`config.mk`:
```
export PLATFORM = sky130hd
export DESIGN_NAME = vssf_mul
export DESIGN_NICKNAME = d
export VERILOG_FILES = /design/src/hdl/vssf_pkg.sv /design/src/hdl/vssf_mul.sv
export SDC_FILE = /design/constraint.sdc
export NUM_CORES = 2
export LEC_CHECK = 0
export ABC_AREA = 0
export ABC_CLOCK_PERIOD_IN_PS = 14000
export BUFFER_PORTS_ARGS = -buffer_cell sky130_fd_sc_hd__buf_2
export CORE_MARGIN = 5
export CORE_UTILIZATION = 65
export CTS_CLUSTER_DIAMETER = 50
export DETAILED_ROUTE_END_ITERATION = 7
export GPL_TIMING_DRIVEN = 0
export PLACE_DENSITY = 0.83
export RECOVER_POWER = 100
export SETUP_SLACK_MARGIN = 0.02
export SLEW_MARGIN = 20
export SYNTH_ARGS = -nofsm -noshare
export SYNTH_HDL_FRONTEND = slang
export SYNTH_SLANG_ARGS = --single-unit
```
`constraint.sdc`:
```
create_clock -name clk -period 14 [get_ports clk]
set_clock_uncertainty 0.1 [all_clocks]
set_input_delay 1.4 -clock clk [delete_from_list [all_inputs] [get_ports clk]]
set_output_delay 1.4 -clock clk [all_outputs]
set_load 0.02 [all_outputs]
```
`src/hdl/vssf_pkg.sv`:
```
`default_nettype none
package vssf_pkg;

  localparam int SAMPLE_BITS     = 24;
  localparam int DIFF_BITS       = SAMPLE_BITS + 1;
  localparam int DEF_MAX_SAMPLES = 4096;
  localparam int COUNT_OUT_BITS  = 13;
  localparam int TOTAL_BITS      = 37;
  localparam int SQUARES_BITS    = 59;
  localparam int SIGMA_BITS      = 4;
  localparam int SKIP_BITS       = 8;
  localparam int CFG_DATA_BITS   = 8;
  localparam int CFG_INDEX_BITS  = 2;

  localparam logic [CFG_INDEX_BITS-1:0] REG_SPIKE_SIGMAS = 2'd0;
  localparam logic [CFG_INDEX_BITS-1:0] REG_SKIP_LENGTH  = 2'd1;

  localparam logic [SIGMA_BITS-1:0] SIGMAS_RESET = 4'd7;
  localparam logic [SKIP_BITS-1:0]  SKIP_RESET   = 8'd20;

  // Magnitude of the difference of two samples, one bit wider than a sample.
  function automatic logic [DIFF_BITS-1:0] diff_mag(input logic signed [SAMPLE_BITS-1:0] a,
                                                    input logic signed [SAMPLE_BITS-1:0] b);
    logic signed [DIFF_BITS-1:0] d;
    d = DIFF_BITS'(a) - DIFF_BITS'(b);
    return d[DIFF_BITS-1] ? DIFF_BITS'(-d) : DIFF_BITS'(d);
  endfunction

endpackage
`default_nettype wire

```
`src/hdl/vssf_mul.sv`:
```
`default_nettype none
module vssf_mul #(
  parameter int A_BITS = 64
) (
  input  wire logic                                    clk,
  input  wire logic [A_BITS-1:0]                       a,
  input  wire logic [vssf_pkg::DIFF_BITS-1:0]          b,
  output logic      [A_BITS+vssf_pkg::DIFF_BITS-1:0]   product
);
  import vssf_pkg::*;

  // Register the product of the shared multiplier.
  always_ff @(posedge clk) begin
    product <= (A_BITS+DIFF_BITS)'(a) * (A_BITS+DIFF_BITS)'(b);
  end
endmodule
`default_nettype wire

```
# [After elaboration in Yosys (flattened, before gate mapping)]
# Cells that the tools add are included.
# W data, S select, Z words.
[word_totals] register_bits=89 output_inout_bits=89 word_cells=2
[op_classes] multipliers=1
[op_table] op="$mul A64 B25 Y89" count=1

# [Logic depth before layout (Yosys ltp)]
[depth] word_depth=1 ltp_mapped=29

# [Worst setup path after synthesis]
# OpenSTA, ideal clock, no wires.
[synth_timing] path_type="input to register" startpoint="input port b[4] (netlist bit)" endpoint="register product[85] (netlist bit)" setup_time_ns=0.126 arrival_time_ns=8.039 required_ns=13.774 path_slack_ns=5.735 cell_stages=26 n_path_buf=3 path_cell_list="clkbuf_1 -> clkbuf_1 -> nand2_1 -> fa_1 -> inv_1 -> fa_1 -> inv_1 -> fa_1 -> fa_1 -> inv_1 -> fa_1 -> fa_1 -> inv_1 -> fa_1 -> inv_1 -> ha_1 -> buf_2 -> nand4_1 -> or4_4 -> a211oi_2 -> o31a_4 -> a31o_4 -> a41oi_4 -> o41ai_4 -> and4_1 -> a211oi_2"
[synth_via] elab_chain_len=1
[synth_rtl] item="from (decl)" line="vssf_mul.sv:7" source="input wire logic [vssf_pkg::DIFF_BITS-1:0] b,"
[synth_rtl] item="$mul A64 B25 Y89" line="vssf_mul.sv:14" source="product <= (A_BITS+DIFF_BITS)'(a) * (A_BITS+DIFF_BITS)'(b);"
[synth_rtl] item="to (signal assigned)" line="vssf_mul.sv:14"
[synth_rtl] item="to (decl)" line="vssf_mul.sv:8" source="output logic [A_BITS+vssf_pkg::DIFF_BITS-1:0] product"
# Every way passes these cells.

# [Worst setup path in the final report]
[layout_timing] startpoint="input port b[2] (netlist bit)" endpoint="register product[81] (netlist bit)"
# The elaborated chain is that of the path after synthesis.

==> impl_metrics.tcl <==
set metrics [dict create \
    status "finished with violations" \
    violations "max-capacitance violations, max-slew violations" \
    hp-class "input pin to register" \
    finalSetupViolCount 0 \
    antenna_found_initial 36 \
    die_area_um2 85000 \
    num-fill-cells 6477 \
    io_buffers 155 \
    grt_pass1_wl_mm 297 \
    num_rows 103 \
    synthTopCellsByArea "fa_1, inv_1, and2_1" \
    worst_slack_ns 2.24 \
    top_register "product" \
    yosys.cell_types.count 69 \
    num_io_pins 179 \
    hold_viol 0 \
    grtUsageTotal 0.483 \
    wl_mm 204 \
    cts.clk_slew.worst_paths_ns 0.08 \
    end_kind "register" \
    hpwl_mm 167 \
    cts.sinks 89 \
    worst_pin_slew_ns 1.75 \
    required_ns 14.15 \
    drc 0 \
    cp-start-kind "input pin" \
    core_area_um2 78700 \
    synth_enable_flop_cells 0 \
    largest_reg_flops 89 \
    slew-limit-headroom -0.176 \
    ant_nets 0 \
    drtIter0Drc 4952 \
    critPathArrivalTime_ns 11.91 \
    dr_total_vias 42700 \
    place_ws_ns 3.48 \
    cts_inserted_buffers 9 \
    final_layout_size_suffix_gt1_frac 0.0206 \
    min_to "product[0]" \
    nets 7642 \
    yosys-top-cells-count "fa_1, inv_1, nand2_1" \
    maxCapViolations 2 \
    top_regs "product x89" \
    vias_per_cell 6.11 \
    cts-resized-gates 0 \
    netlist.area_leader.share 0.553 \
    crit_fanout 13 \
    start_util 0.654 \
    finalCritPeriodShare 0.840 \
    grt_pass1_vias 45600 \
    rsz0062_at_grt "no" \
    syn_avg_cell_area_um2 8.98 \
    clockRootBuffer "clkbuf_16" \
    fin_crit_ns 11.76 \
    tritoncts "yes" \
    grt_start_max_net_pins 17 \
    htree_num_levels 3 \
    area_delta_synth_final_pct 4.42 \
    synthCells 5738 \
    cts.hold.buffers_added 0 \
    die_w_um 292 \
    synthFlopType "dfxtp_1" \
    overflow 0 \
    synth-warning-count 0 \
    async_flop_share 0 \
    drv_slew 19 \
    seq_area_frac_synth 0.0346 \
    die_h_um 292 \
    dr.pass1.iters 7 \
    tns_ns 0 \
    gp_congestion 1.06 \
    fmax_mhz 85.0 \
    worstSetupPathType "input pin to register" \
    cts_buffer_depth 2 \
    yosys_register_bits 89 \
    synth_most_common_cell "fa_1" \
    netlist_area_um2 51500 \
    min-delay-start "a[0]" \
    syn_nets 7475 \
    wire_per_inst_um 29.1 \
    yosys.area.top_type "fa_1" \
    cts_setup_buffers 0 \
    hold_depth 2 \
]
critical path, stage by stage:
cell and delay, ns:
clkbuf_1 1.21, clkbuf_1 0.93, and2_1 0.27, fa_1 0.47, fa_1 0.56, inv_1 0.08, fa_1 0.51, fa_1 0.52
inv_1 0.05, fa_1 0.47, fa_1 0.53, inv_1 0.05, fa_1 0.47, inv_1 0.05, ha_1 0.31, clkbuf_1 0.31
nand4_1 0.21, or4_1 0.54, a211oi_1 0.52, o31a_4 0.28, a31o_1 0.29, a41oi_1 0.28, o41ai_1 1.12, a21boi_0 0.28
xnor2_1 0.21
placed cells by master (no fill, tap or decap), types with 54 or more instances in the layout:
cell type / netlist / final
a21oi_1: 117 / 117
and2_1: 732 / 719
buf_2: 5 / 69
clkbuf_1: 332 / 400
dfxtp_1: 89 / 89
fa_1: 1423 / 1423
ha_1: 224 / 224
inv_1: 1419 / 1419
nand2_1: 947 / 947
o21ai_0: 51 / 54
xnor2_1: 54 / 54
through the flow:
| stage | instances | utilization | hold WS [ns] | area, µm² |
|---|---|---|---|---|
| 2_1_floorplan | 5738 | - | 1.42 | 51500 |
| 3_3_place_gp | 6943 | 0.681 | 1.62 | 53600 |
| 3_5_place_dp | 6943 | 0.681 | 1.62 | 53600 |
| 4_1_cts | 6959 | 0.685 | 1.24 | 53900 |
| 5_1_grt | 6964 | 0.682 | 1.28 | 53700 |
| 6_report | 6990 | 0.683 | 1.25 | 53800 |
how the worst max path moves through the flow:
| stage | from | endpoint | slack (ns) | cells after the start |
|---|---|---|---|---|
| 2_1_floorplan | b[4] | product[85] | 5.73 | 26 |
| 3_3_place_gp | b[2] | product[67] | 3.21 | 26 |
| 3_5_place_dp | b[3] | product[88] | 3.48 | 26 |
| 4_1_cts | b[3] | product[88] | 3.72 | 26 |
| 5_1_grt | b[2] | product[81] | 1.98 | 25 |
| 6_report | b[2] | product[81] | 2.24 | 25 |
logic make-up (layout without fill, tap and decap cells):
group | after synthesis | in the layout | synth area share
other | 0 | 30 | 0
XOR/XNOR | 85 | 85 | 0.0144
flip-flops | 89 | 89 | 0.0346
buffers and inverters | 1760 | 1932 | 0.128
AO/OA/AOI/OAI | 313 | 313 | 0.0399
AND/OR/NAND/NOR | 1844 | 1844 | 0.175
adder cells (fa/ha/maj) | 1647 | 1647 | 0.607
layout make-up:
type                    count  area [µm²]  share of cell area
well taps                1050        1310              0.0244
clock buffers              10         239             0.00444
inverters                1419        5330              0.0990
repair buffers            156         674              0.0125
flip-flops and latches     89        1780              0.0331
multi-input cells        3889       43000               0.800
clock inverters             6        50.0            0.000930
plain buffers             341        1320              0.0245
diodes                     30        75.1             0.00140
routing by layer:
metal	track usage	routed length (µm)	up-vias
met5	0	76	-
li1	-	-	16700
met3	0.177	28700	1180
met1	0.562	64100	21400
met4	0.399	23700	12
met2	0.718	87000	3505
Power is not shown: default switching activity piles up to over one toggle a cycle in this logic, so the estimate is an artifact.
